--- config.mk ---
export PLATFORM = sky130hd
export DESIGN_NAME = msc_out_queue_flat
export DESIGN_NICKNAME = d
export VERILOG_FILES = /design/src/rtl/core/msc_pkg.sv /design/src/rtl/core/msc_rsp_if.sv /design/src/rtl/core/msc_out_queue.sv /design/src/flat_wrapper.sv
export SDC_FILE = /design/constraint.sdc
export NUM_CORES = 1
export LEC_CHECK = 0
export BUFFER_PORTS_ARGS = -buffer_cell sky130_fd_sc_hd__clkbuf_2
export CORE_ASPECT_RATIO = 1.25
export CORE_MARGIN = 8
export CORE_UTILIZATION = 60
export CTS_BUF_LIST = sky130_fd_sc_hd__clkbuf_4 sky130_fd_sc_hd__clkbuf_8
export DETAILED_ROUTE_END_ITERATION = 8
export GPL_TIMING_DRIVEN = 0
export HOLD_SLACK_MARGIN = 0.06
export PLACE_DENSITY_LB_ADDON = 0.25
export SLEW_MARGIN = 20
export SYNTH_ARGS = -nofsm -noshare
export SYNTH_HDL_FRONTEND = slang
export SYNTH_SLANG_ARGS = --single-unit
--- constraint.sdc ---
create_clock -name clock -period 6.6 [get_ports clock]
set_input_delay 0.33 -clock clock [delete_from_list [all_inputs] [get_ports clock]]
set_output_delay 0.33 -clock clock [all_outputs]
set_load 0.05 [all_outputs]
--- src/rtl/core/msc_pkg.sv ---
// Shared constants, types and helpers for the majority subarray counter.
// Depends on nothing; every other file of the block but msc_ram uses it.
`timescale 1ns / 1ps

package msc_pkg;

   localparam int MAX_LEN    = 1024;
   localparam int DATA_W     = 32;
   localparam int LEN_W      = $clog2(MAX_LEN + 1);
   localparam int BAL_W      = LEN_W + 1;
   localparam int HIST_DEPTH = 2 * MAX_LEN + 1;
   localparam int ADDR_W     = $clog2(HIST_DEPTH);
   localparam int CNT_W      = $clog2(MAX_LEN + 2);
   localparam int END_W      = 11;
   localparam int TOTAL_W    = 20;
   localparam int SUM_W      = ((LEN_W > CNT_W) ? LEN_W : CNT_W) + 2;
   localparam int OUTQ_DEPTH = 3;
   localparam int OUTQ_CNT_W = $clog2(OUTQ_DEPTH + 1);

   typedef logic signed [BAL_W-1:0] bal_type;
   typedef logic [CNT_W-1:0]        hist_type;
   typedef logic [ADDR_W-1:0]       addr_type;

   // Where the histogram value of a read port comes from in the update stage
   typedef enum logic [1:0] {
      SRC_MEM,
      SRC_FWD,
      SRC_ZERO,
      SRC_ONE
   } src_type;

   typedef struct packed {
      logic     valid;
      logic     first;
      logic     ovf;
      logic     match;
      src_type  src_a;
      src_type  src_b;
      addr_type waddr;
      hist_type fwd_data;
   } issue_type;

   typedef struct packed {
      logic     en;
      addr_type addr;
      hist_type data;
   } wr_type;

   typedef struct packed {
      logic [END_W-1:0]   ending_here;
      logic [TOTAL_W-1:0] total_so_far;
      logic               overflow;
   } result_type;

   // Balance in [-MAX_LEN, MAX_LEN] maps to histogram row balance + MAX_LEN
   function automatic addr_type hist_addr(bal_type bal);
      logic signed [BAL_W:0] wide;
      wide = {bal[BAL_W-1], bal} + (BAL_W + 1)'(MAX_LEN);
      return wide[ADDR_W-1:0];
   endfunction

endpackage

--- src/rtl/core/msc_rsp_if.sv ---
// Result channel of the majority subarray counter: valid, ready and one result.
// Depends on msc_pkg for the field widths.
`timescale 1ns / 1ps

interface msc_rsp_if;
   logic                         valid;
   logic                         ready;
   logic [msc_pkg::END_W-1:0]    ending_here;
   logic [msc_pkg::TOTAL_W-1:0]  total_so_far;
   logic                         overflow;

   modport source (output valid, output ending_here, output total_so_far,
                   output overflow, input ready);
   modport sink (input valid, input ending_here, input total_so_far,
                 input overflow, output ready);
endinterface

--- src/rtl/core/msc_out_queue.sv ---
// Result queue of OUTQ_DEPTH entries between the update stage and the result
// channel; the fill count feeds the input credit check. Depends on msc_pkg.
`timescale 1ns / 1ps

module msc_out_queue (
   input  logic                            clock,
   input  logic                            reset,
   input  logic                            push,
   input  msc_pkg::result_type             push_data,
   msc_rsp_if.source                       rsp_chan,
   output logic [msc_pkg::OUTQ_CNT_W-1:0]  count
);
   import msc_pkg::*;

   localparam int PTR_W = $clog2(OUTQ_DEPTH);

   result_type            slot_ff [OUTQ_DEPTH];
   logic [PTR_W-1:0]      head_ff, head_in, tail_ff, tail_in;
   logic [OUTQ_CNT_W-1:0] count_ff, count_in;
   logic                  pop;
   result_type            head_data;

   function automatic logic [PTR_W-1:0] next_ptr(logic [PTR_W-1:0] p);
      return (p == PTR_W'(OUTQ_DEPTH - 1)) ? '0 : p + PTR_W'(1);
   endfunction

   always_comb begin
      pop       = rsp_chan.valid && rsp_chan.ready;
      head_in   = pop ? next_ptr(head_ff) : head_ff;
      tail_in   = push ? next_ptr(tail_ff) : tail_ff;
      count_in  = count_ff + OUTQ_CNT_W'(push) - OUTQ_CNT_W'(pop);
      head_data = slot_ff[head_ff];
   end

   always_ff @(posedge clock) begin
      if (reset) begin
         head_ff  <= '0;
         tail_ff  <= '0;
         count_ff <= '0;
      end else begin
         head_ff  <= head_in;
         tail_ff  <= tail_in;
         count_ff <= count_in;
      end
   end

   always_ff @(posedge clock) begin
      if (push) begin
         slot_ff[tail_ff] <= push_data;
      end
   end

   assign rsp_chan.valid        = count_ff != '0;
   assign rsp_chan.ending_here  = head_data.ending_here;
   assign rsp_chan.total_so_far = head_data.total_so_far;
   assign rsp_chan.overflow     = head_data.overflow;
   assign count                 = count_ff;

endmodule

--- src/flat_wrapper.sv ---
// flat-port wrapper written by rule: the top's interface ports become plain ports
module msc_out_queue_flat import msc_pkg::*;
  (clock, reset, push, push_data, count, rsp_chan_valid, rsp_chan_ending_here, rsp_chan_total_so_far, rsp_chan_overflow, rsp_chan_ready);
  msc_rsp_if rsp_chan_i ();
  input  logic clock;
  input  logic reset;
  input  logic push;
  input  msc_pkg::result_type push_data;
  output logic [msc_pkg::OUTQ_CNT_W-1:0] count;
  output wire logic [$bits(rsp_chan_i.valid)-1:0] rsp_chan_valid;
  output wire logic [$bits(rsp_chan_i.ending_here)-1:0] rsp_chan_ending_here;
  output wire logic [$bits(rsp_chan_i.total_so_far)-1:0] rsp_chan_total_so_far;
  output wire logic [$bits(rsp_chan_i.overflow)-1:0] rsp_chan_overflow;
  input wire logic [$bits(rsp_chan_i.ready)-1:0] rsp_chan_ready;
  assign rsp_chan_valid = rsp_chan_i.valid;
  assign rsp_chan_ending_here = rsp_chan_i.ending_here;
  assign rsp_chan_total_so_far = rsp_chan_i.total_so_far;
  assign rsp_chan_overflow = rsp_chan_i.overflow;
  assign rsp_chan_i.ready = rsp_chan_ready;
  msc_out_queue u_core (.clock(clock), .reset(reset), .push(push), .push_data(push_data), .rsp_chan(rsp_chan_i), .count(count));
endmodule
==> metrics.csv <==
metric,value,unit
DP HPWL,4750,µm
routability congestion estimate,0.687,
most frequent cell after synthesis,edfxtp_1,
power density over the cells,299,nW/µm²
fin crit share,0.336,
Post-synth ARST share,0,
Die Y,106,µm
crit path time final,2.22,ns
synth cell count leaders,"edfxtp_1 (96), nand2_1 (37), mux2i_1 (33), o21ai_0 (33), dfxtp_1 (8)",
max_slew headroom,0.554,
routed wl met2,3720,µm
Synth Instances,241,
initial antenna violation count,0,
Final Hold Viols,0,
Worst-Skew Late Latency,0.35,ns
Cell variety after synth,19,
Area Growth Syn to Fin,20.4,%
CP required,6.27,ns
Clock Sinks,104,
Crit. End Element,primary output,
CTS tree,done,
Seq. cell area,3040,µm²
Ys Warns,0,
Iter 0 DRT Violations,90,
ant diodes,0,
clock-pin slew on the worst setup and hold paths,0.09,ns
syn_nets,278,
post-CTS setup buffers,0,
Fin Setup TNS,0,ns
P_leak,1.64,nW
vias in the first global route,2379,
"Max FO, Critical Path",10,
FILL cells,387,
Pre-Repair DR Iteration Count,4,
die area,9300,µm²
top routing layer in use,met4,
Setup Skew,0.00584,ns
RSZ-0062 raised after global routing,no,
Reg power frac,0.545,
Clk pwr share,0.320,
dominant synthesized flop cell,edfxtp_1,
Total GRT Usage,0.161,
Stages on worst setup path,5,
Netlist Area Pre-Place,3870,µm²
hold_buf cts,0,
Worst path max stage delay,0.43,ns
slowest CP cell,clkbuf_1,
CTS H-tree lvls,3,
final WL,7000,µm
Fmax,451,MHz
DRC violations left,0,
routed vias/inst,5.33,
final instance area,4660,µm²
Final Setup Violations,0,
crit path to,rsp_chan_total_so_far[3],
Final nets,364,
power share of the combinational group,0.136,
Max Transition Viols Final,0,
cts repair resizes,0,
Worst R2R Start,u_core.tail_ff[1],
share of cells above drive strength 1,0.305,
Port Buf Inserts,69,
largest net degree at the start of global routing,20,
Startpoint Class,register,
first-pass GRT wire length,11100,µm
depth of the worst register-to-register path,4,
switching part of the total,0.248,
area of the multi-input gates,783,µm²
"EDFF count, synth",96,
# Max-Cap Violations,0,
DIE WIDTH,87.9,µm
# IOs,71,
core area,6210,µm²
r2r setup slk,4.89,ns
antenna-violating nets left,0,
DR vias,2219,
sequential area share after synthesis,0.786,
CP top delay family,buffers and inverters,
Synth area leaders,"edfxtp_1 (74%), mux2i_1 (8.5%), o21ai_0 (4.3%)",
Num CTS Buffers,9,
Min-Delay Path Class,in -> reg,
worst-path cell chain,"buf_2, clkbuf_1, nand2_1, o21ai_0, clkbuf_2",
cell row count,32,
CTS max path bufs,2,
CP Class,reg -> out,
placed cell area,4430,µm²
Internal Power,0.00105,W
length of routed met3 wiring,445,µm
detailed-route wire length per cell,16.8,µm
Starting Density,0.624,
Metal-1 WL,2680,µm
CP bufs+invs,3,
CP arrival,1.89,ns
worst-margin pin slew,0.667,ns
largest area contributor in the netlist,edfxtp_1,
P_sw,0.000345,W
worst r2r dst,u_core.slot_ff[0][18],
maximum vdd drop,188,µV
Avg Inst Size Synth,16.1,µm²
post-synth top area share,0.744,
root buffer cell,clkbuf_8,
grt total ovfl,0,
"FF+latch count, synth",104,
Hold Path Stages,1,
status,"complete, no violations",
[worst register-to-register path: stages (launching register included)]
cell and delay, ns:
dfxtp_1 0.37, nor3b_2 0.41, buf_4 0.26, buf_4 0.21
buf_4 0.18
[kinds of logic after synthesis]
kind of cell / share of synthesized area
buffers and inverters: 0.0171
and+or+nand+nor: 0.0514
muxes: 0.0911
DFF: 0.786
adders and majority gates: 0.00323
AOI/OAI and AO/OA: 0.0514
[worst min path at each step]
| stage | from | endpoint | slack, ns |
|---|---|---|---|
| CTS | push_data[12] | u_core.slot_ff[1][12] | 0.16 |
| global route | push_data[21] | u_core.slot_ff[1][21] | 0.15 |
| floorplan | push_data[0] | u_core.slot_ff[0][0] | 0.43 |
| finish | push_data[2] | u_core.slot_ff[1][2] | 0.17 |
| global placement | u_core.head_ff[0] | u_core.head_ff[0] | 0.47 |
| detailed placement | u_core.head_ff[1] | u_core.head_ff[1] | 0.50 |
[placed cells by master, fill, tap and decap left out, types with 3 or more instances in the layout]
cell type and instances:
edfxtp_1 96, clkbuf_2 69, nand2_1 37, mux2i_1 33
o21ai_0 33, clkbuf_8 9, dfxtp_1 8, clkbuf_1 7
buf_4 7, a21oi_1 5, nor2_1 3, bufinv_16 3
[final cells by class]
cell class                 instances  area share
buffer                            12      0.0126
clock buffer                       9      0.0266
clock inverter                     6      0.0233
inverter                           2     0.00161
multi-input combinational        123       0.168
sequential                       104       0.653
tap                               85      0.0228
timing repair buffer              75      0.0923
[state kept, by name, summed over array words and instances (netlist names), named ones only]
name,count
u_core.tail_ff,2
u_core.slot_ff,96
u_core.count,2
u_core.head_ff,2
[power groups by stage]
stage | clock network (W) | registers [W] | logic, W
after global placement | 0 | 0.000774 | 0.000181
after global routing | 0.000471 | 0.000761 | 0.000200
after floorplan | 0 | 0.000776 | 0.000130
after detailed placement | 0 | 0.000773 | 0.000191
final | 0.000445 | 0.000759 | 0.000189
after CTS | 0.000450 | 0.000759 | 0.000192
[metrics by stage]
step / utilization / hold slack [ns] / power (W) / cells / worst slack, ns
after floorplan: - / 0.429 / 0.000906 / 241 / 3.35
after global placement: 0.697 / 0.472 / 0.000955 / 395 / 1.69
after detailed placement: 0.714 / 0.498 / 0.000964 / 401 / 4.75
after CTS: 0.751 / 0.158 / 0.00140 / 416 / 4.36
after global routing: 0.751 / 0.155 / 0.00143 / 416 / 4.22
final: 0.751 / 0.172 / 0.00139 / 416 / 4.38
[per-layer routing]
layer	GRT usage	vias to the layer above
li1	-	1063
met4	0.0801	0
met5	0	-
met1	0.166	1073
met2	0.284	73
met3	0.0482	10
Power figures use the tool's default switching activity.
