File: config.mk
export PLATFORM = sky130hd
export DESIGN_NAME = msc_issue
export DESIGN_NICKNAME = d
export VERILOG_FILES = /design/src/rtl/core/msc_pkg.sv /design/src/rtl/core/msc_issue.sv
export SDC_FILE = /design/constraint.sdc
export NUM_CORES = 1
export LEC_CHECK = 0
export BUFFER_PORTS_ARGS = -buffer_cell sky130_fd_sc_hd__buf_2
export CELL_PAD_IN_SITES_DETAIL_PLACEMENT = 0
export CELL_PAD_IN_SITES_GLOBAL_PLACEMENT = 1
export CORE_ASPECT_RATIO = 1.1
export CORE_MARGIN = 2
export CORE_UTILIZATION = 28
export DETAILED_ROUTE_END_ITERATION = 8
export HOLD_SLACK_MARGIN = 0.03
export PLACE_DENSITY_LB_ADDON = 0.1
export SETUP_SLACK_MARGIN = 0.02
export SLEW_MARGIN = 0
export SYNTH_ARGS = -nofsm -noshare
export SYNTH_HDL_FRONTEND = slang
export SYNTH_SLANG_ARGS = --single-unit
export TNS_END_PERCENT = 1
File: constraint.sdc
create_clock -name clock -period 11.54 [get_ports clock]
set_input_delay 0.577 -clock clock [delete_from_list [all_inputs] [get_ports clock]]
set_output_delay 0.577 -clock clock [all_outputs]
set_load 0.005 [all_outputs]
File: src/rtl/core/msc_pkg.sv
// Shared constants, types and helpers for the majority subarray counter.
// Depends on nothing; every other file of the block but msc_ram uses it.
`timescale 1ns / 1ps

package msc_pkg;

   localparam int MAX_LEN    = 1024;
   localparam int DATA_W     = 32;
   localparam int LEN_W      = $clog2(MAX_LEN + 1);
   localparam int BAL_W      = LEN_W + 1;
   localparam int HIST_DEPTH = 2 * MAX_LEN + 1;
   localparam int ADDR_W     = $clog2(HIST_DEPTH);
   localparam int CNT_W      = $clog2(MAX_LEN + 2);
   localparam int END_W      = 11;
   localparam int TOTAL_W    = 20;
   localparam int SUM_W      = ((LEN_W > CNT_W) ? LEN_W : CNT_W) + 2;
   localparam int OUTQ_DEPTH = 3;
   localparam int OUTQ_CNT_W = $clog2(OUTQ_DEPTH + 1);

   typedef logic signed [BAL_W-1:0] bal_type;
   typedef logic [CNT_W-1:0]        hist_type;
   typedef logic [ADDR_W-1:0]       addr_type;

   // Where the histogram value of a read port comes from in the update stage
   typedef enum logic [1:0] {
      SRC_MEM,
      SRC_FWD,
      SRC_ZERO,
      SRC_ONE
   } src_type;

   typedef struct packed {
      logic     valid;
      logic     first;
      logic     ovf;
      logic     match;
      src_type  src_a;
      src_type  src_b;
      addr_type waddr;
      hist_type fwd_data;
   } issue_type;

   typedef struct packed {
      logic     en;
      addr_type addr;
      hist_type data;
   } wr_type;

   typedef struct packed {
      logic [END_W-1:0]   ending_here;
      logic [TOTAL_W-1:0] total_so_far;
      logic               overflow;
   } result_type;

   // Balance in [-MAX_LEN, MAX_LEN] maps to histogram row balance + MAX_LEN
   function automatic addr_type hist_addr(bal_type bal);
      logic signed [BAL_W:0] wide;
      wide = {bal[BAL_W-1], bal} + (BAL_W + 1)'(MAX_LEN);
      return wide[ADDR_W-1:0];
   endfunction

endpackage

File: src/rtl/core/msc_issue.sv
// Issue stage: tracks balance, visited balance range and length, issues the
// histogram reads and decides per port between RAM, forwarded or initial data.
`timescale 1ns / 1ps

module msc_issue (
   input  logic                              clock,
   input  logic                              reset,
   input  logic                              accept,
   input  logic signed [msc_pkg::DATA_W-1:0] element,
   input  logic                              first,
   input  logic signed [msc_pkg::DATA_W-1:0] target,
   input  msc_pkg::wr_type                   wr,
   output msc_pkg::addr_type                 rd_addr_a,
   output msc_pkg::addr_type                 rd_addr_b,
   output msc_pkg::issue_type                iss
);
   import msc_pkg::*;

   bal_type          bal_ff, bal_in;
   bal_type          lo_ff, lo_in;
   bal_type          hi_ff, hi_in;
   logic             zw_ff, zw_in;
   logic [LEN_W-1:0] len_ff, len_in;
   issue_type        iss_ff, iss_in;

   bal_type          bal_base, lo_base, hi_base, bal_new, bal_a;
   logic             zw_base, ovf, match, hit_a, hit_b;
   logic [LEN_W-1:0] len_base;

   // Rows inside the visited range were written this sequence; others hold
   // their restart value. Row for balance zero starts at one until written.
   function automatic src_type pick_src(bal_type b, bal_type lo, bal_type hi,
                                        logic zw, logic hit);
      src_type s;
      if (b == bal_type'(0)) begin
         s = zw ? (hit ? SRC_FWD : SRC_MEM) : SRC_ONE;
      end else if (b >= lo && b <= hi) begin
         s = hit ? SRC_FWD : SRC_MEM;
      end else begin
         s = SRC_ZERO;
      end
      return s;
   endfunction

   always_comb begin
      bal_base = first ? bal_type'(0) : bal_ff;
      lo_base  = first ? bal_type'(0) : lo_ff;
      hi_base  = first ? bal_type'(0) : hi_ff;
      zw_base  = first ? 1'b0 : zw_ff;
      len_base = first ? '0 : len_ff;

      ovf     = len_base >= LEN_W'(MAX_LEN);
      match   = element == target;
      bal_new = match ? bal_base + bal_type'(1) : bal_base - bal_type'(1);
      bal_a   = match ? bal_base : bal_new;

      rd_addr_a = hist_addr(bal_a);
      rd_addr_b = hist_addr(bal_new);

      // The item now in update writes its row this cycle; the RAM read misses it
      hit_a = wr.en && (wr.addr == rd_addr_a);
      hit_b = wr.en && (wr.addr == rd_addr_b);

      iss_in.valid    = accept;
      iss_in.first    = first;
      iss_in.ovf      = ovf;
      iss_in.match    = match;
      iss_in.src_a    = pick_src(bal_a, lo_base, hi_base, zw_base, hit_a);
      iss_in.src_b    = pick_src(bal_new, lo_base, hi_base, zw_base, hit_b);
      iss_in.waddr    = rd_addr_b;
      iss_in.fwd_data = wr.data;

      bal_in = bal_ff;
      lo_in  = lo_ff;
      hi_in  = hi_ff;
      zw_in  = zw_ff;
      len_in = len_ff;
      if (accept && !ovf) begin
         bal_in = bal_new;
         lo_in  = (bal_new < lo_base) ? bal_new : lo_base;
         hi_in  = (bal_new > hi_base) ? bal_new : hi_base;
         zw_in  = zw_base || (bal_new == bal_type'(0));
         len_in = len_base + LEN_W'(1);
      end
   end

   always_ff @(posedge clock) begin
      if (reset) begin
         bal_ff <= '0;
         lo_ff  <= '0;
         hi_ff  <= '0;
         zw_ff  <= 1'b0;
         len_ff <= '0;
         iss_ff <= '0;
      end else begin
         bal_ff <= bal_in;
         lo_ff  <= lo_in;
         hi_ff  <= hi_in;
         zw_ff  <= zw_in;
         len_ff <= len_in;
         iss_ff <= iss_in;
      end
   end

   assign iss = iss_ff;

endmodule

==> results.md <==
- Run status: completed
- Die height: 154.7 um
- Post-synthesis cell type count: 73
- Number of max-cap violations: 0
- Crit path DAT: 6.38 ns
- Number of I/O port buffers: 146
- Mux cell area share after synthesis: 2.337%
- Initial core utilization: 28.30%
- CTS Hold Bufs: 0
- Commonest non-fill, non-tap cell in the layout: buf_2
- Data required, critical path: 11.82 ns
- Complex-gate fraction of the synthesized area: 16.83%
- Syn_nets: 862
- Antenna Nets Post-Route: 0
- Dpl hpwl: 15,190 um
- Clk sinks: 79
- Synthesized flop and latch total: 79
- Drt wl/cell: 18.02 um
- Largest cells by area after synthesis: dfxtp_1 27%, ha_1 11%, nand2_1 6.4%, xor2_1 6.2%, nor2b_1 4.3%
- Comb power frac: approximately 47%
- Final setup viols: 0
- Yosys warns: 0
- Fill count: 2,173
- Pre-CTS setup slack: 5.062 ns
- Worst ir drop on vdd: around 56 uV
- Vias in the first global route: 5,491
- Detailed Routing Iterations Pass 1: 5
- CTS tree: yes
- Design Power: 1.226 mW
- Internal power: around 0.74 mW
- Initial antenna violation count: 1
- PD cells: 174.6 mW/mm^2
- CP Class: primary input to flip-flop
- Insertion delay of the later-clocked pin in the worst-skew pair: 0.35 ns
- Clock power frac: about a quarter
- Slew Limit Fails: 0
- Final wirelength: around 20,000 um
- Area post-placement: 0.006701 mm^2
- Post-CTS Resized: 0
- Synth area leader: dfxtp_1
- Hold Slack: 0.4319 ns
- Setup WS post-layout: 5.443 ns
- Crit path capture type: flip-flop
- Post-synthesis simple-gate area fraction: 24.66%
- Boundary Pins: 147
- Nets: 987
- Hold Crit Class: primary input to flip-flop
- Via count: 5,556
- Final min period: 6.097 ns
- Drt initial violations: around 230
- Htree depth: 3
- First-pass GRT wire length: 30,940 um
- Syn avg cell area: 8.054 um^2
- Number of CTS-inserted buffers: 9
- Slew margin rel.: between 20% and 30%
- Crit Path Max Fanout: 23
- Total track usage: between 10% and 20%
- Number of synthesized flops with an enable pin: 0
- Cell Area, Synth: 0.005783 mm^2
- Fmax: roughly 160 MHz
- Top_reg_cell synth: dfxtp_1
- Layout cells sized above 1: a little under a quarter
- Post CTS Setup Buffer Count: 0
- Cell leakage power: 3.042 nW
- Vias per inst: a little over 5
- RSZ-0062 raised after global routing: false
- Die area: between 0.02 and 0.025 mm^2
- Commonest cells after routing, fill and taps aside: 146 x buf_2, 98 x nand2_1, 79 x dfxtp_1, 55 x nor2_1, 51 x ha_1
- GR Overflow Total: 0
- Post-Synth Adder-Cell Area: roughly 13%
- NetSw: between 0.4 and 0.5 mW
- Slew at the pin closest to its max-slew limit: roughly 1.1 ns
- Placement Rows: 55
- Clk pin slew, worst setup/hold paths: 0.06 ns
- Core Area: 0.02044 mm^2
- Clk root buf: clkbuf_16
- Xor/xnor share of the synthesized area: between 10% and 20%
- Synth Instances: about 700
- Sequential share of the synthesized area: 27.35%
- Post-synth top area share: 27.35%
- Final Hold Viols: 0
- Switching share of power: about two fifths
- Crit share post-route: 52.84%
- Setup tns final: 0 ns
- Post-route DRC: 0
- Ys async rst share: 0%
- CP Launch Type: primary input
- Sequential power share: 27.1%
- Post-route cell area: 0.007025 mm^2
- Combinational family with the most area after synthesis: simple AND/OR/NAND/NOR gates
- Area grow syn2layout: 21.48%
- GPL Wtd Cong: roughly 0.82
- Die Width: 141.0 um
- Clock buffer depth: 2
- Fin Clk Skew: 0.007727 ns
- Largest net degree at the start of global routing: 54
==> cell type report <==
| cell class | count | area [um^2] | share of cell area (%) |
|---|---|---|---|
| flip-flops and latches | 79 | 1582 | 22.51 |
| diodes | 1 | 2.502 | 0.03562 |
| well taps | 256 | 320.3 | 4.559 |
| clock inverters | 7 | 96.34 | 1.371 |
| multi-input cells | 565 | 3862 | 54.98 |
| clock buffers | 9 | 225.2 | 3.206 |
| inverters | 29 | 108.9 | 1.549 |
| repair buffers | 159 | 828.3 | 11.79 |
==> cells in the mapped netlist (3+ instances only) <==
| cell type | n |
|---|---|
| xor2_1 | 41 |
| nand2b_1 | 8 |
| nand2_1 | 98 |
| mux2i_1 | 5 |
| o21ai_0 | 16 |
| buf_2 | 7 |
| buf_1 | 4 |
| or4_1 | 5 |
| a31oi_1 | 6 |
| a31o_1 | 10 |
| a21o_1 | 8 |
| a211oi_1 | 9 |
| o22ai_1 | 4 |
| nor2_1 | 55 |
| and3_1 | 4 |
| mux2_2 | 5 |
| a21oi_1 | 45 |
| ha_1 | 51 |
| and2_1 | 6 |
| inv_2 | 4 |
| nand3_1 | 14 |
| xnor2_1 | 23 |
| nand4b_1 | 3 |
| inv_1 | 24 |
| maj3_1 | 7 |
| buf_4 | 12 |
| clkbuf_1 | 21 |
| a22oi_1 | 11 |
| nor4_1 | 10 |
| dfxtp_1 | 79 |
| nor2b_1 | 40 |
| o31ai_1 | 5 |
| nand4_1 | 14 |
| o2111ai_1 | 4 |
| nor3_1 | 10 |
| o21a_1 | 3 |
| a211o_1 | 3 |
==> sequential cells by signal (all words and copies together), names as in the netlist <==
signal,flops
bal_ff,12
lo_ff,12
hi_ff,12
iss,31
len_ff,11
zw_ff,1
==> power by group through the flow <==
stage,Combinational (mW),Clock [mW],Sequential (mW)
after CTS,0.581,0.327,0.333
after floorplan,0.392,0,0.338
after global routing,0.642,0.336,0.338
final,0.576,0.317,0.333
after detailed placement,0.577,0,0.339
after global placement,0.570,0,0.339
==> logic make-up (layout without fill, tap and decap cells) <==
logic type,Yosys count,after routing
simple gates,285,285
compound gates,143,143
flops,79,79
buf+inv,74,204
xor+xnor,66,66
fa+ha+maj,59,59
mux,12,12
other cells,0,1
==> worst max-delay path: stages <==
cell,delay (ns)
buf_2,0.10
xor2_1,0.19
nor4_1,0.08
nand4_1,0.13
or2_1,0.62
inv_2,0.41
fa_1,0.54
nand2b_1,0.21
a21oi_1,0.18
xnor2_1,0.14
o21ai_0,0.81
ha_1,0.39
a21oi_1,0.16
o31ai_1,0.09
a31oi_1,0.23
o211ai_1,0.15
maj3_1,0.35
maj3_1,0.36
o31a_1,0.26
mux2_4,0.26
o22ai_2,0.13
==> through the flow <==
step                util (%)  cells
floorplan                  -    718
global placement       32.79   1088
detailed placement     32.79   1088
CTS                    34.36   1104
global route           34.36   1104
finish                 34.37   1105
==> worst paths after layout <==
check | to | slack [ns] | from | cells after the start
worst min-delay path | iss[1]$_SDFF_PP0_ | 0.43 | wr[1] | 2
worst max-delay path | iss[26]$_SDFF_PP0_ | 5.44 | target[22] | 21
worst max register to register | iss[26]$_SDFF_PP0_ | 6.59 | bal_ff[2]$_SDFFE_PP0P_ | 17
worst min register to register | bal_ff[9]$_SDFFE_PP0P_ | 0.45 | bal_ff[9]$_SDFFE_PP0P_ | 2
==> per-layer routing <==
layer | GRT usage (%) | up-vias | part of all wire (%)
li1 | - | 2761 | -
met1 | 22.06 | 2620 | 43
met2 | 33.47 | 153 | 51
met3 | 3.375 | 22 | 4.7
met4 | 5.476 | 0 | 1.8
met5 | 0 | - | 0
Note: power is estimated with default switching activity, not from simulation.
