===== config.mk =====
export PLATFORM = sky130hd
export DESIGN_NAME = msc_ram
export DESIGN_NICKNAME = d
export VERILOG_FILES = /design/src/rtl/core/msc_ram.sv
export SDC_FILE = /design/constraint.sdc
export NUM_CORES = 1
export LEC_CHECK = 0
export BUFFER_PORTS_ARGS = -buffer_cell sky130_fd_sc_hd__buf_2
export CORE_ASPECT_RATIO = 0.75
export CORE_MARGIN = 2
export CORE_UTILIZATION = 30
export CTS_BUF_LIST = sky130_fd_sc_hd__clkbuf_8
export CTS_CLUSTER_SIZE = 16
export DETAILED_ROUTE_END_ITERATION = 8
export PLACE_DENSITY_LB_ADDON = 0.2
export SYNTH_ARGS = -nofsm -noshare
export SYNTH_HDL_FRONTEND = slang
export SYNTH_SLANG_ARGS = --single-unit

===== constraint.sdc =====
create_clock -name clock -period 1.65 [get_ports clock]
set_input_delay 0 -clock clock [delete_from_list [all_inputs] [get_ports clock]]
set_output_delay 0 -clock clock [all_outputs]
set_load 0.01 [all_outputs]

===== src/rtl/core/msc_ram.sv =====
// Generic single-write, dual-read synchronous RAM with registered read data.
// Read returns the old contents when read and write hit the same row.
`timescale 1ns / 1ps

module msc_ram #(
   parameter int  WIDTH = 8,
   parameter int  DEPTH = 16,
   localparam int AW    = $clog2(DEPTH)
) (
   input  logic             clock,
   input  logic             wr_en,
   input  logic [AW-1:0]    wr_addr,
   input  logic [WIDTH-1:0] wr_data,
   input  logic [AW-1:0]    rd_addr_a,
   output logic [WIDTH-1:0] rd_data_a,
   input  logic [AW-1:0]    rd_addr_b,
   output logic [WIDTH-1:0] rd_data_b
);

   logic [WIDTH-1:0] mem [DEPTH];

   always_ff @(posedge clock) begin
      if (wr_en) begin
         mem[wr_addr] <= wr_data;
      end
      rd_data_a <= mem[rd_addr_a];
      rd_data_b <= mem[rd_addr_b];
   end

endmodule


==> results of run 1 <==
==> cell type report <==
cell class              count  share of cell area
clock buffers              17             0.03135
clock inverters            14             0.02246
multi-input cells         143              0.2692
flip-flops and latches    144              0.5579
well taps                 288             0.04828
repair buffers             70             0.07075
==> placed cells by master (no fill, tap or decap), drive strengths merged <==
cell and instances:
nand2b 2, buf 62, nand3b 2, or3b 1, and2b 2, inv 3, bufinv 3, edfxtp 128
nor3 4, clkinv 6, nand2 17, dlygate4sd3 8, nor2 14, nand3 1, clkbuf 17, mux4 64
a22oi 32, dfxtp 16, and2 2, nor2b 2, clkinvlp 2
==> synthesized netlist by cell type <==
cell type,instances
nor2_1,14
mux4_2,34
and2b_1,2
buf_6,6
buf_2,6
nand3_1,1
mux4_1,28
nand3b_1,2
nand2_1,17
nor3_1,4
nand2b_1,2
clkdlybuf4s25_2,6
mux4_4,2
dfxtp_1,16
nor2b_1,2
and2_1,2
a22oi_1,32
or3b_2,1
edfxtp_1,128
buf_4,2
==> kinds of logic (layout without fill, tap and decap cells) <==
| logic type | count (synthesis) | count (layout) | share of synthesized area |
|---|---|---|---|
| AO/OA/AOI/OAI | 32 | 32 | 0.03785 |
| buffers and inverters | 20 | 101 | 0.02721 |
| flip-flops | 144 | 144 | 0.6562 |
| multiplexers | 64 | 64 | 0.2445 |
| AND/OR/NAND/NOR | 47 | 47 | 0.03430 |
==> flip-flops by register name, summed over array words and instances, names as in the netlist <==
register / flops
rd_data_a: 8
mem: 128
rd_data_b: 8
==> stage by stage <==
step | worst slack, ps | hold slack, ps
final | 155.4 | 101.7
after global routing | 85.18 | 105.6
after CTS | 149.1 | 76.41
after detailed placement | 128.7 | 393.4
after global placement | 109.1 | 390.6
after floorplan | 157.1 | 98.87
==> metal layers <==
metal | part of all wire | vias to the layer above | global-route usage
li1 | - | 1476 | -
met1 | 0.49 | 1840 | 0.2095
met2 | 0.47 | 73 | 0.2334
met3 | 0.044 | 9 | 0.04550
met4 | 0.0058 | 0 | 0.03312
met5 | 0 | - | 0
==> power groups by stage <==
stage / Clock [mW] / Sequential (mW) / Combinational, mW
3_5_place_dp: 0 / 4.20 / 0.659
2_1_floorplan: 0 / 4.21 / 0.369
6_report: 2.83 / 4.12 / 0.664
5_1_grt: 3.08 / 4.13 / 0.718
3_3_place_gp: 0 / 4.20 / 0.654
4_1_cts: 2.91 / 4.12 / 0.675
==> how the worst min path moves through the flow <==
| stage | end | slack [ps] | cells after the start |
|---|---|---|---|
| 2_1_floorplan | mem[0][0] | 100 | 0 |
| 3_3_place_gp | mem[14][0] | 390 | 1 |
| 3_5_place_dp | mem[14][0] | 390 | 1 |
| 4_1_cts | mem[5][4] | 80 | 3 |
| 5_1_grt | mem[5][4] | 110 | 3 |
| 6_report | mem[5][4] | 100 | 3 |
==> worst max-delay path, cell delays in order (launching register included) <==
cell,delay (ps)
edfxtp_1,390
mux4_4,610
a22oi_1,240
nand2_1,130
==> metrics.md, run 1 <==
| Metric | Value |
|---|---|
| Max-slew headroom | `0.3608` |
| Initial Util | `0.3029` |
| Startpoint types | `flip-flop` |
| GR Overflow Total | `0` |
| Post-cts resize count | `0` |
| Leakage | `2.544 nW` |
| Synth top area cells | `edfxtp_1 61%, mux4_2 12%, mux4_1 12%, dfxtp_1 5.0%, a22oi_1 3.8%` |
| CP Max Fanout | `2` |
| Die Area | `22340 um2` |
| Area leader, netlist | `edfxtp_1` |
| Reg clk slew, reported paths | `approximately 80 ps` |
| Crit path capture | `rd_data_b[7]` |
| Post-route ant nets | `0` |
| Peak supply drop | `448.2 uV` |
| Post-route DRC violation count | `0` |
| GRT Overall Usage | `0.1501` |
| Sequential cell area | `4164 um2` |
| Internal power | `5.871 mW` |
| Routed wire length | `15.47 mm` |
| Setup CP Type | `reg2reg` |
| Hold buffers post-CTS | `8` |
| Post-CTS Setup Bufs | `0` |
| Synth Cell Area | `6346 um2` |
| TritonCTS Buffers | `17` |
| Die H | `130.0 um` |
| Initial DRC count | `235` |
| Min-delay worst type | `in2reg` |
| Slew Limit Fails | `0` |
| Num Clock Sinks | `about 140` |
| Synth top area share | `0.6057` |
| Finished Cell Area | `7463 um2` |
| RSZ-0062 raised after global routing | `no` |
| Synth Register Bits | `144` |
| FMAX | `0.6691 GHz` |
| Post-detail-place hpwl | `10.45 mm` |
| Core Util, Final | `0.3562` |
| Data required, critical path | `1970 ps` |
| Vias | `3398` |
| FP Rows | `46` |
| WL per Instance | `22.89 um` |
| Vias per Instance | `5.027` |
| Endpoints failing setup | `0` |
| Sequential share of the synthesized area | `0.6562` |
| Sequential power share | `0.541` |
| Worst-Skew Late Latency | `450 ps` |
| GPL Wtd Cong | `0.7508` |
| Multi-input logic area | `2009 um2` |
| R2R depth | `3` |
| R2R Setup Slk | `~160 ps` |
| Sw Share | `0.2287` |
| Maximum number of pins on one net before global-route repair | `33` |
| Nets@finish | `between 300 and 400` |
| Hold wc startpoint | `wr_addr[2]` |
| Critical Path Source | `mem[0][7]` |
| Die width | `171.9 um` |
| CTS tree | `yes` |
| Final hold violations | `0` |
| Final Skew | `12.88 ps` |
| Reg2reg end | `rd_data_b[7]` |
| PwrDens | `between 1000 and 1500 nW/um2` |
| Setup_tns | `0 ps` |
| Vias in the first global route | `between 3000 and 4000` |
| DP Cell Count | `between 600 and 700` |
| Avg Cell Area, Syn | `20.67 um2` |
| Reg2Reg Launch Point | `mem[0][7]` |
| Worst Tran Pin Value | `approximately 960 ps` |
| Core area | `approximately 21000 um2` |
| Clock share of power | `0.372` |
| Diodes inserted | `0` |
| Root buffer cell | `clkbuf_8` |
| WP data arrival | `1810 ps` |
| Status | `complete, no violations` |
| Pwr Total | `between 7 and 8 mW` |
| Cell Count, Final, Fillers Out | `between 600 and 700` |
| Mapped Nets | `329` |
| Tmin final | `1495 ps` |
| Clock Path Buffers | `2` |
| CTS H-tree depth | `4` |
| Initial antenna violation count | `0` |
| Share of post-route cells with drive strength above 1 | `0.3325` |
| Count of cell types in the netlist | `20` |
| Fill cells | `approximately 2000` |
| Combinational fraction of design power | `0.087` |
| Cells after Synth | `307` |
| Placed Area | `6982 um2` |
| Port Buffers | `37` |
| Synthesis-to-finish area growth | `17.61%` |
| Yosys warns | `0` |
| First-pass iteration count of the detailed router | `4` |
| Fin crit share | `0.9058` |
| Worst Setup End Kind | `flip-flop` |
| Max-Cap Viols | `0` |
| # IOs | `38` |
| Wire length of the first global-routing pass | `23.29 mm` |
| Psw | `1.741 mW` |
Note: power is estimated with default switching activity, not from simulation.
==> run 2: changes to the inputs <==
==> constraint.sdc (replaced) <==
create_clock -name clock -period 1.65 [get_ports clock]
set_input_delay 0.165 -clock clock [delete_from_list [all_inputs] [get_ports clock]]
set_output_delay 0.165 -clock clock [all_outputs]
set_load 0.01 [all_outputs]
==> run 2 against run 1 <==
Effect of this change: clock skew down 2.6 ps; via count is 2.1% higher; design area grew 0.42%; core utilization is 0.15 points higher; setup slack worse by 31 ps; worst hold slack improved by 2.1 ps; sequential share of layout area is 0.23 points lower; critical path type unchanged; largest power group unchanged.
==> metrics.md, run 2 (synthesized netlist as in run 1, its figures left out) <==
| Metric | Value |
|---|---|
| Status | `complete, no violations` |
| Clock share of power | `0.389` |
| Psw | `1.707 mW` |
| Setup ws final | `124.6 ps` |
| Most flops, register | `mem` |
| Die width | `171.9 um` |
| M2 GR Usage | `0.2381` |
| FMAX | `0.6556 GHz` |
| Share of post-route cells with drive strength above 1 | `0.3420` |
| Fin crit share | `0.9245` |
| Initial DRC count | `341` |
| Max-slew headroom | `0.3509` |
| GPL Wtd Cong | `approximately 0.73` |
| Worst slack, placed | `-29.79 ps` |
| Hold Crit Depth | `1` |
| Internal power | `6.146 mW` |
| Reg clk slew, reported paths | `~80 ps` |
| Pwr Total | `7.853 mW` |
| CTS tree | `yes` |
| TritonCTS Buffers | `17` |
| Port Buffers | `37` |
| Global routing's busiest layer | `met2` |
| Vias in the first global route | `roughly 3600` |
| R2R depth | `3` |
| Die H | `about 130 um` |
| Hold wc startpoint | `wr_data[0]` |
| Core area | `roughly 21000 um2` |
| Post-route DRC violation count | `0` |
| GR Overflow Total | `0` |
| Peak supply drop | `~450 uV` |
| Sw Share | `0.2174` |
| Reg2reg end | `rd_data_a[0]` |
| RSZ-0062 raised after global routing | `no` |
| Wire length of the first global-routing pass | `24.23 mm` |
| Num Clock Sinks | `144` |
| Vias per Instance | `5.145` |
| Initial antenna violation count | `0` |
| Core Util, Final | `0.3577` |
| R2R Setup Slk | `120 ps` |
| Hold buffers post-CTS | `0` |
| Diodes inserted | `0` |
| Reg2Reg Launch Point | `mem[3][0]` |
| CTS H-tree depth | `4` |
| Synthesis-to-finish area growth | `18.10%` |
| M3 GR Usage | `0.04974` |
| Clock Path Buffers | `2` |
| Hold path endpoint | `mem[1][0]` |
| Post-detail-place hpwl | `between 10 and 15 mm` |
| Slew Limit Fails | `0` |
| Worst Tran Pin Value | `971.6 ps` |
| Combinational fraction of design power | `0.086` |
| Root buffer cell | `clkbuf_8` |
| Leakage | `approximately 2.6 nW` |
| Post-route ant nets | `0` |
| # IOs | `38` |
| Routed wire length | `16.66 mm` |
| Nets@finish | `395` |
| Worst-Skew Late Latency | `around 440 ps` |
| Endpoints failing setup | `0` |
| Die Area | `22340 um2` |
| CP Max Fanout | `2` |
| Data required, critical path | `approximately 2000 ps` |
| Setup CP Type | `reg2reg` |
| Startpoint types | `flip-flop` |
| Min-delay worst type | `in2reg` |
| Max-Cap Viols | `0` |
| Vias | `3468` |
| Maximum number of pins on one net before global-route repair | `32` |
| Sequential power share | `0.524` |
| Most frequent cells in the layout | `128 x edfxtp_1, 37 x buf_2, 34 x mux4_2` |
| Post-cts resize count | `0` |
| Commonest non-fill, non-tap cell in the layout | `edfxtp_1` |
| Final hold violations | `0` |
| Initial Util | `0.3029` |
| PwrDens | `1048 nW/um2` |
| Worst-case hold slack | `103.8 ps` |
| GRT Overall Usage | `0.1582` |
| Tmin final | `1525 ps` |
| Biggest regs | `mem x128, rd_data_a x8, rd_data_b x8` |
| WP data arrival | `1840 ps` |
| FP Rows | `46` |
| Largest register FFs | `roughly 130` |
| Grt met1 use | `0.2252` |
| Post-CTS Setup Bufs | `0` |
| First-pass iteration count of the detailed router | `4` |
| WL per Instance | `around 25 um` |
| Final Skew | `10.32 ps` |
| Worst Setup End Kind | `flip-flop` |
-- run 2: cell types whose count changed in the layout (fill, tap and decap cells not counted), sizes merged --
cell	previous run	this run
clkinv	6	7
bufinv	3	5
inv	3	1
buf	62	67
dlygate4sd3	8	0
-- run 2: layout make-up --
class | count | area (um2)
Timing Repair Buffer | 67 | 523.0
Clock buffer | 17 | 234.0
Multi-Input combinational cell | 143 | 2014
Tap cell | 288 | 360.3
Sequential cell | 144 | 4164
Clock inverter | 15 | 198.9
Fill cell | 2005 | 13460
-- run 2: per-layer routing --
layer / share of wire / routed length, um
met1: 0.47 / 7905
met2: 0.45 / 7423
met3: 0.073 / 1219
met4: 0.0070 / 116
met5: 0 / 0
-- run 2: worst max-delay path by stage --
stage | start | cells after the start | to
5_1_grt | mem[3][0] | 3 | rd_data_a[0]
3_5_place_dp | rd_addr_b[0] | 6 | rd_data_b[7]
4_1_cts | mem[2][0] | 3 | rd_data_a[0]
3_3_place_gp | rd_addr_b[0] | 6 | rd_data_b[7]
6_report | mem[3][0] | 3 | rd_data_a[0]
2_1_floorplan | wr_addr[2] | 2 | mem[3][0]
-- run 2: metrics by stage --
step                      cell area [um2]  std cells  TNS, ps
after global routing                 7495        674        0
after detailed placement             7062        642   -29.79
after global placement               7062        642   -69.76
after floorplan                      6351        307        0
after CTS                            7495        674        0
final                                7495        674        0
-- run 2: worst max-delay path, stage by stage, from the launching register on --
cell and delay [ps]:
edfxtp_1 380, mux4_4 620, a22oi_1 270, nand2_1 140
-- run 2: power by group through the flow --
stage / registers [mW] / clock network [mW] / logic [mW]
after floorplan: 4.21 / 0 / 0.369
after global placement: 4.19 / 0 / 0.681
after detailed placement: 4.20 / 0 / 0.684
after CTS: 4.12 / 3.12 / 0.686
after global routing: 4.13 / 3.28 / 0.728
final: 4.12 / 3.06 / 0.679
