File: config.mk
export PLATFORM = sky130hd
export DESIGN_NAME = msc_update
export DESIGN_NICKNAME = d
export VERILOG_FILES = /design/src/rtl/core/msc_pkg.sv /design/src/rtl/core/msc_update.sv
export SDC_FILE = /design/constraint.sdc
export NUM_CORES = 1
export LEC_CHECK = 0
export BUFFER_PORTS_ARGS = -buffer_cell sky130_fd_sc_hd__buf_2
export CORE_MARGIN = 8
export CORE_UTILIZATION = 54
export CTS_CLUSTER_SIZE = 24
export DETAILED_ROUTE_END_ITERATION = 10
export PLACE_DENSITY = 0.82
export REMOVE_ABC_BUFFERS = 1
export SYNTH_ARGS = -nofsm -noshare
export SYNTH_HDL_FRONTEND = slang
export SYNTH_SLANG_ARGS = --single-unit
File: constraint.sdc
create_clock -name clock -period 5.8 [get_ports clock]
set_clock_uncertainty 0.15 [all_clocks]
set_input_delay 0.29 -clock clock [delete_from_list [all_inputs] [get_ports clock]]
set_output_delay 0.29 -clock clock [all_outputs]
set_load 0.05 [all_outputs]
File: src/rtl/core/msc_pkg.sv
// Shared constants, types and helpers for the majority subarray counter.
// Depends on nothing; every other file of the block but msc_ram uses it.
`timescale 1ns / 1ps

package msc_pkg;

   localparam int MAX_LEN    = 1024;
   localparam int DATA_W     = 32;
   localparam int LEN_W      = $clog2(MAX_LEN + 1);
   localparam int BAL_W      = LEN_W + 1;
   localparam int HIST_DEPTH = 2 * MAX_LEN + 1;
   localparam int ADDR_W     = $clog2(HIST_DEPTH);
   localparam int CNT_W      = $clog2(MAX_LEN + 2);
   localparam int END_W      = 11;
   localparam int TOTAL_W    = 20;
   localparam int SUM_W      = ((LEN_W > CNT_W) ? LEN_W : CNT_W) + 2;
   localparam int OUTQ_DEPTH = 3;
   localparam int OUTQ_CNT_W = $clog2(OUTQ_DEPTH + 1);

   typedef logic signed [BAL_W-1:0] bal_type;
   typedef logic [CNT_W-1:0]        hist_type;
   typedef logic [ADDR_W-1:0]       addr_type;

   // Where the histogram value of a read port comes from in the update stage
   typedef enum logic [1:0] {
      SRC_MEM,
      SRC_FWD,
      SRC_ZERO,
      SRC_ONE
   } src_type;

   typedef struct packed {
      logic     valid;
      logic     first;
      logic     ovf;
      logic     match;
      src_type  src_a;
      src_type  src_b;
      addr_type waddr;
      hist_type fwd_data;
   } issue_type;

   typedef struct packed {
      logic     en;
      addr_type addr;
      hist_type data;
   } wr_type;

   typedef struct packed {
      logic [END_W-1:0]   ending_here;
      logic [TOTAL_W-1:0] total_so_far;
      logic               overflow;
   } result_type;

   // Balance in [-MAX_LEN, MAX_LEN] maps to histogram row balance + MAX_LEN
   function automatic addr_type hist_addr(bal_type bal);
      logic signed [BAL_W:0] wide;
      wide = {bal[BAL_W-1], bal} + (BAL_W + 1)'(MAX_LEN);
      return wide[ADDR_W-1:0];
   endfunction

endpackage

File: src/rtl/core/msc_update.sv
// Update stage: combines histogram read data into the ending count and
// running total, and writes the incremented histogram row back.
`timescale 1ns / 1ps

module msc_update (
   input  logic                 clock,
   input  logic                 reset,
   input  msc_pkg::issue_type   iss,
   input  msc_pkg::hist_type    rd_data_a,
   input  msc_pkg::hist_type    rd_data_b,
   output msc_pkg::wr_type      wr,
   output logic                 push,
   output msc_pkg::result_type  result
);
   import msc_pkg::*;

   logic [LEN_W-1:0]   end_ff, end_in;
   logic [TOTAL_W-1:0] total_ff, total_in;

   hist_type                hist_a, hist_b;
   logic [LEN_W-1:0]        end_base, end_new;
   logic [TOTAL_W-1:0]      total_base, total_new;
   logic signed [SUM_W-1:0] base_s, sum_s;

   function automatic hist_type pick(src_type s, hist_type fwd, hist_type mem);
      hist_type v;
      unique case (s)
         SRC_MEM:  v = mem;
         SRC_FWD:  v = fwd;
         SRC_ZERO: v = '0;
         SRC_ONE:  v = hist_type'(1);
      endcase
      return v;
   endfunction

   always_comb begin
      hist_a     = pick(iss.src_a, iss.fwd_data, rd_data_a);
      hist_b     = pick(iss.src_b, iss.fwd_data, rd_data_b);
      end_base   = iss.first ? '0 : end_ff;
      total_base = iss.first ? '0 : total_ff;

      base_s = SUM_W'(end_base);
      sum_s  = iss.match ? base_s + SUM_W'(hist_a) : base_s - SUM_W'(hist_b);
      // clamp at zero
      end_new   = sum_s[SUM_W-1] ? '0 : LEN_W'(sum_s);
      total_new = total_base + TOTAL_W'(end_new);

      wr.en   = iss.valid && !iss.ovf;
      wr.addr = iss.waddr;
      wr.data = hist_b + hist_type'(1);

      push = iss.valid;
      if (iss.ovf) begin
         result.ending_here  = '0;
         result.total_so_far = total_base;
         result.overflow     = 1'b1;
      end else begin
         result.ending_here  = END_W'(end_new);
         result.total_so_far = total_new;
         result.overflow     = 1'b0;
      end

      end_in   = end_ff;
      total_in = total_ff;
      if (wr.en) begin
         end_in   = end_new;
         total_in = total_new;
      end
   end

   always_ff @(posedge clock) begin
      if (reset) begin
         end_ff   <= '0;
         total_ff <= '0;
      end else begin
         end_ff   <= end_in;
         total_ff <= total_in;
      end
   end

endmodule

==> summary.txt, run 1 <==
Status -> complete, no violations
Iter 0 DRT Violations -> 203
Placer Congestion -> 0.903
Synthesized area per cell -> 7.11 um2
Synth top cells by count -> 64 x nor2_1, 47 x nand2_1, 37 x a21oi_1
Number of synthesized flops with an enable pin -> 0
Max stage delay on crit path -> 0.42 ns
Max IR drop VDD -> 141 uV
Largest net degree at the start of global routing -> 50
Top delay family on crit path -> compound AO/OA/AOI/OAI gates
Hold Worst Slack -> 0.295 ns
Vias -> 4304
Final Setup Violations -> 0
WL per Instance -> 15.4 um
Crit path max fanout -> 14
Layout area overhead -> 12.8%
CP cell instances -> buf_2 -> o21ai_0 -> nand2_1 -> ha_1 -> inv_1 -> fa_1 -> a21o_1 -> a21oi_1 -> o21ai_0 -> a211o_1 -> a2111o_1 -> o221ai_1 -> nor2_1 -> ha_2 -> and3_2 -> a21oi_1 -> o21ai_0 -> a31o_2 -> a21oi_4 -> or4_1 -> a21oi_1 -> buf_2
Worst setup EP type -> primary output
Most used flip-flop cell after synthesis -> dfxtp_1
Gate power share -> 48.8%
Cell taking the most area after synthesis -> dfxtp_1
Yosys reg bits -> 31
Die span in y -> 103 um
CTS tree -> done
I/O pin count -> 112
# DRC -> 0
Ranking of synthesized cells by area -> dfxtp_1 15%, ha_1 9.5%, mux2i_1 5.9%, nor2_1 5.9%, xnor2_1 5.4%
Total gr overflow -> 0
Total negative slack -> 0 ns
Antenna violations before repair -> 0
Vias per inst -> 5.85
Leak -> 0.00216 uW
Vias in the first global route -> 4124
Die W -> 103 um
Period utilisation layout -> 95.5%
Port bufs -> 87
Clock transition at path regs -> 0.07 ns
CP arrival -> 5.10 ns
CTS root buffer -> clkbuf_8
Initial Util -> 55.9%
Buf/Inv on CP -> 3
RSZ-0062 raised after global routing -> no
Worst slew pin tran -> 0.634 ns
Sequential power share -> 29.4%
Clock Tree Buf Depth -> 2
Register area share after synthesis -> 15.2%
DR pass1 iterations -> 6
Synth warn -> 0
Worst path slowest cell -> ha_2
Max Slew Vio Count -> 0
Final Hold Vio Count -> 0
CTS Sinks -> 31
Worst hold path class -> primary input to flop
Tmin final -> 5.54 ns
Synthesized cell area -> 4080 um2
Final net count -> 724
Most frequent cell after synthesis -> nor2_1
Aggregate global-route resource usage -> 21.0%
Fin util -> 63.1%
H-tree depth -> 2
Setup ws final -> 0.263 ns
Post-Route WL -> 11300 um
Ys async rst share -> 0%
Sw Ratio -> 44.0%
Antenna Nets Post-Route -> 0
Cell count after synthesis -> 573
Pwr/cell area -> 167 nW/um2
Core Area -> 7290 um2
Max_cap viols -> 0
Relative slew slack -> 57.7%
Fmax -> 0.181 GHz
CTS Buf Count -> 5
# fillers -> 662
HPWL Detailed -> 8830 um
Place WS -> 0.106 ns
Share of the synthesized area in the top cell type -> 15.2%
Critical Path RT -> 5.36 ns
Distinct cells, synth -> 62
First-pass GRT wire length -> 18300 um
Setup CP Type -> primary input to primary output
Layout cells sized above 1 -> 20.1%
FP Rows -> 31
CP startpoint kind -> primary input
Clk_lat worst skew -> 0.29 ns
Pint -> 430 uW
NetSw -> 337 uW
Die Footprint -> 10600 um2
Clk pwr share -> 21.8%
==> power by group through the flow <==
stage                     clock network (uW)  logic [uW]  registers, uW
after global routing                     178         406            226
after CTS                                169         370            225
final                                    167         375            225
after floorplan                            0         260            229
after global placement                     0         361            230
after detailed placement                   0         368            230
==> through the flow <==
stage / instances / total power [uW] / area [um2]
floorplan: 529 / 489 / 3840
global placement: 724 / 590 / 4470
detailed placement: 724 / 598 / 4470
CTS: 732 / 764 / 4550
global route: 735 / 811 / 4600
finish: 736 / 767 / 4600
==> layer usage <==
layer  part of all wire, %  up-vias  track usage [%]
met1                    43     1968             24.5
met5                     0        -                0
met2                    46      177             36.4
met4                   2.0        0             7.79
met3                   8.9       21             5.00
li1                      -     2138                -
==> worst register-to-register path, cell delays in order, from the launching register on <==
cell and delay, ns:
dfxtp_1 0.31, nand2b_1 0.12, inv_1 0.11, ha_1 0.28, nor2b_1 0.17, o221ai_1 0.17
nand4_1 0.16, and3_1 0.31, nor2_1 0.10, buf_4 0.18, a211oi_1 0.30, ha_1 0.34
nor2_1 0.21, nor3_1 0.08, o31a_1 0.24, a41o_1 0.23, a31o_2 0.24, a31o_2 0.26
a21oi_4 0.32, buf_4 0.18, mux2i_1 0.20, o221a_1 0.23
==> flip-flops by register name, summed over array words and instances (netlist names) <==
name,cells
end_ff,11
total_ff,20
==> final timing paths <==
check / cells past startpoint / endpoint / slack [ns] / from
hold reg to reg: 2 / total_ff[7]$_SDFFE_PP0P_ / 0.30 / total_ff[7]$_SDFFE_PP0P_
setup / recovery: 22 / result[20] / 0.26 / iss[24]
setup reg to reg: 21 / total_ff[11]$_SDFFE_PP0P_ / 0.85 / end_ff[1]$_SDFFE_PP0P_
hold / removal: 2 / end_ff[10]$_SDFFE_PP0P_ / 0.30 / iss[27]
==> cells by family after synthesis <==
family	after synthesis	synth area share (%)
AOI/OAI and AO/OA	134	22.0
buffers and inverters	79	8.90
muxes	26	6.45
DFF	31	15.2
adders and majority gates	34	11.0
xor gates and xnor gates	41	8.81
and+or+nand+nor	228	27.7
==> cell type report <==
cell class / instances / area, um2 / area share, %
Antenna cell: 1 / 2.50 / 0.0544
Clock buffer: 7 / 76.3 / 1.66
Clock inverter: 1 / 5.00 / 0.109
Inverter: 35 / 131 / 2.86
Multi-Input combinational cell: 463 / 3110 / 67.6
Sequential cell: 31 / 621 / 13.5
Tap cell: 99 / 124 / 2.69
Timing Repair Buffer: 99 / 531 / 11.5
==> placed cells by master, fill, tap and decap left out, drive strengths merged, types with 20 or more instances in the layout <==
cell type / instances
a21oi: 39
mux2i: 24
ha: 31
nor2b: 26
buf: 97
o21ai: 31
dfxtp: 31
nor2: 64
nand3: 20
nand2: 47
inv: 33
xnor2: 25
==> timing repair <==
action                     4_1_cts  5_1_grt
setup buffers                    0        3
resized for setup                0        7
setup endpoints to repair        0       11
hold buffers                     0        0
Power figures use the tool's default switching activity.
==> run 2: changes to the inputs <==
CORE_UTILIZATION = 35   (was 54)
PLACE_DENSITY = default   (was 0.82)
==> summary.txt, run 2 (synthesized netlist as in run 1, its figures left out) <==
Seq. cell area -> 621 um2 (unchanged)
Die Footprint -> 15400 um2 (+45%)
Hold Startpoint -> total_ff[7]$_SDFFE_PP0P_
CP arrival -> 5.04 ns (-0.06 ns)
Slack of the worst reg-to-reg path -> 1.00 ns (+0.15 ns)
Total gr overflow -> 0 (unchanged)
Clock Tree Buf Depth -> 2 (unchanged)
WL per Instance -> 15.8 um (+3.0%)
Place WS -> 0.0421 ns (-0.0639 ns)
Critical Path RT -> 5.36 ns (about the same)
Vias -> 4207 (-2.3%)
CTS root buffer -> clkbuf_16
Worst R2R Start -> end_ff[1]$_SDFFE_PP0P_
DR pass1 iterations -> 4 (-2)
FF-to-FF path depth -> 21 (unchanged)
Buf/Inv on CP -> 4 (+1)
Clk_lat worst skew -> 0.28 ns (about the same)
Largest net degree at the start of global routing -> 50 (unchanged)
I/O pin count -> 112 (unchanged)
Fmax -> 0.182 GHz (+0.98%)
Crit path top cell by count -> a21oi_1
Multi-input logic area -> 3120 um2 (+0.44%)
Hold EP -> total_ff[7]$_SDFFE_PP0P_
Final net count -> 720 (-0.55%)
CTS Sinks -> 31 (unchanged)
CP cell instances -> buf_2 -> o21ai_0 -> nand2_1 -> ha_1 -> inv_1 -> fa_1 -> a21o_1 -> a21oi_1 -> o21ai_0 -> a21oi_1 -> xor2_1 -> o21ai_0 -> o21ai_1 -> inv_1 -> ha_1 -> and3_1 -> and3_2 -> a21oi_1 -> o21ai_1 -> a31o_2 -> a21oi_4 -> or4_1 -> a21oi_1 -> buf_2
Max IR drop VDD -> 137 uV (-2.9%)
Port bufs -> 87 (unchanged)
Pwr/cell area -> 185 nW/um2 (+11%)
Reg with most FFs -> total_ff
Final Hold Vio Count -> 0 (unchanged)
CP Depth -> 24 (+9.1%)
Worst slew pin tran -> 0.667 ns (+0.0325 ns)
RSZ-0062 raised after global routing -> yes
Worst R2R End -> total_ff[11]$_SDFFE_PP0P_
CTS Hold Buffers Added -> 0 (unchanged)
H-tree depth -> 2 (unchanged)
Worst path slowest cell -> or4_1
Placer Congestion -> 0.820 (-9.2%)
Antenna Nets Post-Route -> 0 (unchanged)
Placed cell count -> 765 (+5.7%)
Final Setup Violations -> 0 (unchanged)
Setup CP Type -> primary input to primary output
Leak -> 0.00217 uW (+0.43%)
Iter 0 DRT Violations -> 281 (+38%)
Max Slew Vio Count -> 0 (unchanged)
Layout area overhead -> 15.2%
Setup ws final -> 0.317 ns (+0.0536 ns)
Max stage delay on crit path -> 0.41 ns (about the same)
Most common cell after layout, fill and taps aside -> buf_2
Vias in the first global route -> 4094 (-0.73%)
Die W -> 124 um (+20%)
Die span in y -> 124 um (+20%)
Status -> complete, no violations
Period utilisation layout -> 94.5% (-0.92 points)
# fillers -> 1219 (+84%)
Initial Util -> 35.7% (-20 points)
Fin cells -> 774 (+5.2%)
Crit path max fanout -> 14 (unchanged)
CTS Buf Count -> 5 (unchanged)
Largest regs -> total_ff x20, end_ff x11
Worst hold path class -> flop to flop
Tot Pwr -> 867 uW (+13%)
Worst setup EP type -> primary output
Core Area -> 11400 um2 (+57%)
Top delay family on crit path -> compound AO/OA/AOI/OAI gates
# DRC -> 0 (unchanged)
Post-Route WL -> 12300 um (+8.3%)
Vias per inst -> 5.44 (-7.1%)
Antenna violations before repair -> 0 (unchanged)
Antenna cell count -> 0 (-1)
First-pass GRT wire length -> 19500 um (+6.6%)
Max reg flops -> 20 (unchanged)
Relative slew slack -> 55.6% (-2.2 points)
CP startpoint kind -> primary input
Hold depth -> 2 (unchanged)
Tmin final -> 5.48 ns (-0.0536 ns)
Fin util -> 41.1% (-22 points)
HPWL Detailed -> 9380 um (+6.2%)
Max_cap viols -> 0 (unchanged)
Aggregate global-route resource usage -> 15.5% (-5.5 points)
Most frequent cells in the layout -> 82 x buf_2, 64 x nor2_1, 47 x nand2_1, 37 x a21oi_1, 33 x inv_1
Clock transition at path regs -> 0.05 ns (-0.02 ns)
CTS tree -> done
FP Rows -> 39 (+26%)
Layout cells sized above 1 -> 20.0% (-0.16 points)
-- run 2: worst reg2reg max path, delay by kind of cell, from the launching register on --
kind	cells	cell delay, ns
adder cells (fa/ha/maj)	2	0.63
AND/OR/NAND/NOR	7	1.10
AO/OA/AOI/OAI	8	1.93
flip-flops	1	0.31
multiplexers	1	0.17
buffers and inverters	3	0.45
-- run 2: report_power, final --
| group | total, uW | switching [uW] | internal, uW |
|---|---|---|---|
| combinational | 376 | 254 | 122 |
| clock | 266 | 98.5 | 168 |
| sequential | 226 | 3.85 | 222 |
-- run 2: worst max-delay path by stage --
stage | slack [ns] | start | to
after detailed placement | 0.04 | iss[23] | result[14]
after CTS | 0.008 | iss[23] | result[14]
after floorplan | 0.11 | iss[23] | result[10]
after global placement | 0.09 | iss[23] | result[14]
after global routing | -0.008 | iss[23] | result[18]
final | 0.32 | iss[24] | result[20]
-- run 2: repair_timing --
item / CTS / global route
setup endpoints to repair: 0 / 12
resized for setup: 0 / 13
setup buffers: 0 / 1
hold endpoints to repair: 0 / 0
-- run 2: layout make-up --
| type | count | area share, % |
|---|---|---|
| repair buffers | 94 | 10.7 |
| flip-flops and latches | 31 | 13.2 |
| clock buffers | 6 | 2.96 |
| inverters | 35 | 2.80 |
| clock inverters | 1 | 0.107 |
| well taps | 143 | 3.81 |
| multi-input cells | 464 | 66.5 |
-- run 2: per-layer routing --
layer	part of all wire [%]	track usage [%]	vias to the layer above
li1	-	-	2131
met1	46	19.8	1928
met2	45	26.4	140
met3	8.2	3.13	8
met4	0.82	3.42	0
met5	0	0	-
-- run 2: per-stage QoR --
step	TNS [ns]	hold WS (ns)	instance area, um2
finish	0	0.300	4700
detailed placement	0	0.295	4500
global route	-0.0140	0.327	4700
CTS	0	0.302	4650
global placement	0	0.288	4500
floorplan	0	0.209	3840
==> run 3: changes to the inputs <==
clock period = 6.95 ns   (was 5.8 ns; I/O delays follow)
==> summary.txt, run 3 (synthesized netlist as in run 1, its figures left out) <==
Layout area overhead -> 13.3%
Die Footprint -> 15400 um2 (unchanged)
Antenna Nets Post-Route -> 0 (unchanged)
H-tree depth -> 2 (unchanged)
Fin util -> 40.5% (-0.68 points)
Layout cells sized above 1 -> 18.3% (-1.6 points)
Hold depth -> 2 (unchanged)
Resized cells post-CTS -> 0 (unchanged)
Clock transition at path regs -> 0.05 ns (about the same)
Worst slew pin tran -> 0.675 ns (+0.00880 ns)
First-pass GRT wire length -> 19500 um (unchanged)
Vias in the first global route -> 4083 (-0.27%)
NetSw -> 291 uW (-18%)
Relative slew slack -> 55.0% (-0.59 points)
Fmax -> 0.167 GHz
Reg with most FFs -> total_ff
HPWL Detailed -> 9220 um (-1.8%)
Die span in y -> 124 um (unchanged)
Setup ws final -> 0.975 ns (+0.659 ns)
FP Rows -> 39 (unchanged)
Pint -> 416 uW (-19%)
Critical Path RT -> 6.45 ns (+1.09 ns)
CTS Buf Count -> 5 (unchanged)
Final Hold Vio Count -> 0 (unchanged)
Post-Route WL -> 11900 um (-3.1%)
Port bufs -> 87 (unchanged)
Max IR drop VDD -> 92.4 uV (-32%)
Clock Tree Buf Depth -> 2 (unchanged)
RSZ-0062 raised after global routing -> no
Period utilisation layout -> 86.0%
CP cell instances -> buf_2 -> mux2i_1 -> nor2_1 -> inv_1 -> ha_1 -> or2_1 -> o221ai_1 -> nand4_1 -> and3_1 -> nor2_1 -> buf_4 -> a211oi_1 -> ha_1 -> a211oi_1 -> o21ai_0 -> o31a_1 -> a41o_1 -> a31o_2 -> a31o_2 -> a21oi_4 -> o31a_1 -> o21ba_2 -> buf_2
Max_cap viols -> 0 (unchanged)
CP arrival -> 5.48 ns (+0.44 ns)
Clk pwr share -> 30.1% (-0.6 points)
Top delay family on crit path -> compound AO/OA/AOI/OAI gates
Hold EP -> total_ff[7]$_SDFFE_PP0P_
Tmin final -> 5.97 ns
Worst hold path class -> flop to flop
Total gr overflow -> 0 (unchanged)
Die W -> 124 um (unchanged)
Status -> complete, no violations
Hold Startpoint -> total_ff[7]$_SDFFE_PP0P_
Worst R2R End -> total_ff[11]$_SDFFE_PP0P_
Buf/Inv on CP -> 4 (unchanged)
Most common cell after layout, fill and taps aside -> buf_2
Core Area -> 11400 um2 (unchanged)
CTS Hold Buffers Added -> 0 (unchanged)
Initial Util -> 35.7% (unchanged)
Antenna cell count -> 0 (unchanged)
WL per Instance -> 15.4 um (-2.6%)
Gate power share -> 43.3% (about the same)
Worst R2R Start -> end_ff[1]$_SDFFE_PP0P_
Final Setup Violations -> 0 (unchanged)
Antenna violations before repair -> 0 (unchanged)
Vias per inst -> 5.27 (-3.0%)
# Post-CTS Setup Buffers -> 0 (unchanged)
Setup CP Type -> primary input to primary output
Max Slew Vio Count -> 0 (unchanged)
Largest net degree at the start of global routing -> 50 (unchanged)
Max stage delay on crit path -> 0.36 ns (-0.05 ns)
Most frequent cells in the layout -> 87 x buf_2, 64 x nor2_1, 47 x nand2_1, 37 x a21oi_1, 33 x inv_1
CP startpoint kind -> primary input
Worst setup EP type -> primary output
Iter 0 DRT Violations -> 190 (-32%)
DR pass1 iterations -> 5 (+1)
Busiest grt layer -> met2
Crit path max fanout -> 15 (+1)
Met1 usage -> 19.1% (-0.71 points)
Largest regs -> total_ff x20, end_ff x11
Placer Congestion -> 0.845 (+3.0%)
Sequential power share -> 26.6% (+0.6 points)
FF-to-FF path depth -> 20 (-4.8%)
Slack of the worst reg-to-reg path -> 1.97 ns (+0.97 ns)
Final net count -> 715 (-0.69%)
Met3 Use GR -> 3.08% (-0.045 points)
CTS Sinks -> 31 (unchanged)
Max reg flops -> 20 (unchanged)
Tot Pwr -> 706 uW (-19%)
Sw Ratio -> 41.1% (+0.11 points)
Vias -> 4059 (-3.5%)
Clk_lat worst skew -> 0.28 ns (about the same)
Place WS -> 0.980 ns (+0.938 ns)
Total negative slack -> 0 ns (unchanged)
Worst path slowest cell -> a21oi_4
Met2 usage -> 26.5% (+0.10 points)
CTS root buffer -> clkbuf_16
# DRC -> 0 (unchanged)
I/O pin count -> 112 (unchanged)
Pwr/cell area -> 153 nW/um2 (-17%)
CTS tree -> done
Aggregate global-route resource usage -> 15.4% (-0.12 points)
Leak -> 0.00215 uW (-1.1%)
==> run 3: worst max path at each step <==
stage / startpoint / endpoint / slack [ns] / depth (start not counted)
after floorplan: iss[23] / result[10] / 1.15 / 20
after CTS: iss[23] / result[14] / 0.96 / 23
after global routing: iss[23] / result[18] / 0.54 / 23
final: iss[23] / result[14] / 0.98 / 23
after detailed placement: iss[23] / result[14] / 0.98 / 23
after global placement: iss[29] / result[14] / 1.06 / 22
==> run 3: layer usage <==
metal	vias to the layer above	routed length [um]
met1	1819	5520
met2	114	5350
met3	11	856
met5	-	0
met4	0	151
li1	2115	-
==> run 3: worst register-to-register path: cells and delay by family, from the launching register on <==
kind            cells  cell delay [ns]
mux                 1             0.13
buf+inv             2             0.29
flops               1             0.31
compound gates      9             2.28
fa+ha+maj           2             0.63
simple gates        6             1.10
==> run 3: final cells by class <==
| type | instances | area (um2) |
|---|---|---|
| Inverter | 35 | 131 |
| Sequential cell | 31 | 621 |
| Clock inverter | 1 | 5.00 |
| Tap cell | 143 | 179 |
| Timing Repair Buffer | 90 | 458 |
| Fill cell | 1198 | 6800 |
| Multi-Input combinational cell | 463 | 3090 |
| Clock buffer | 7 | 133 |
==> run 3: power groups by stage <==
stage               sequential (uW)  clock [uW]  combinational, uW
floorplan                       191           0                217
detailed placement              192           0                305
finish                          188         212                305
CTS                             188         216                307
global route                    189         225                336
global placement                192           0                302
==> run 3: through the flow <==
step	hold WS [ns]	area, um2	std cells
4_1_cts	0.299	4620	770
3_3_place_gp	0.287	4480	762
6_report	0.296	4620	770
3_5_place_dp	0.291	4480	762
2_1_floorplan	0.267	3840	529
5_1_grt	0.311	4620	770
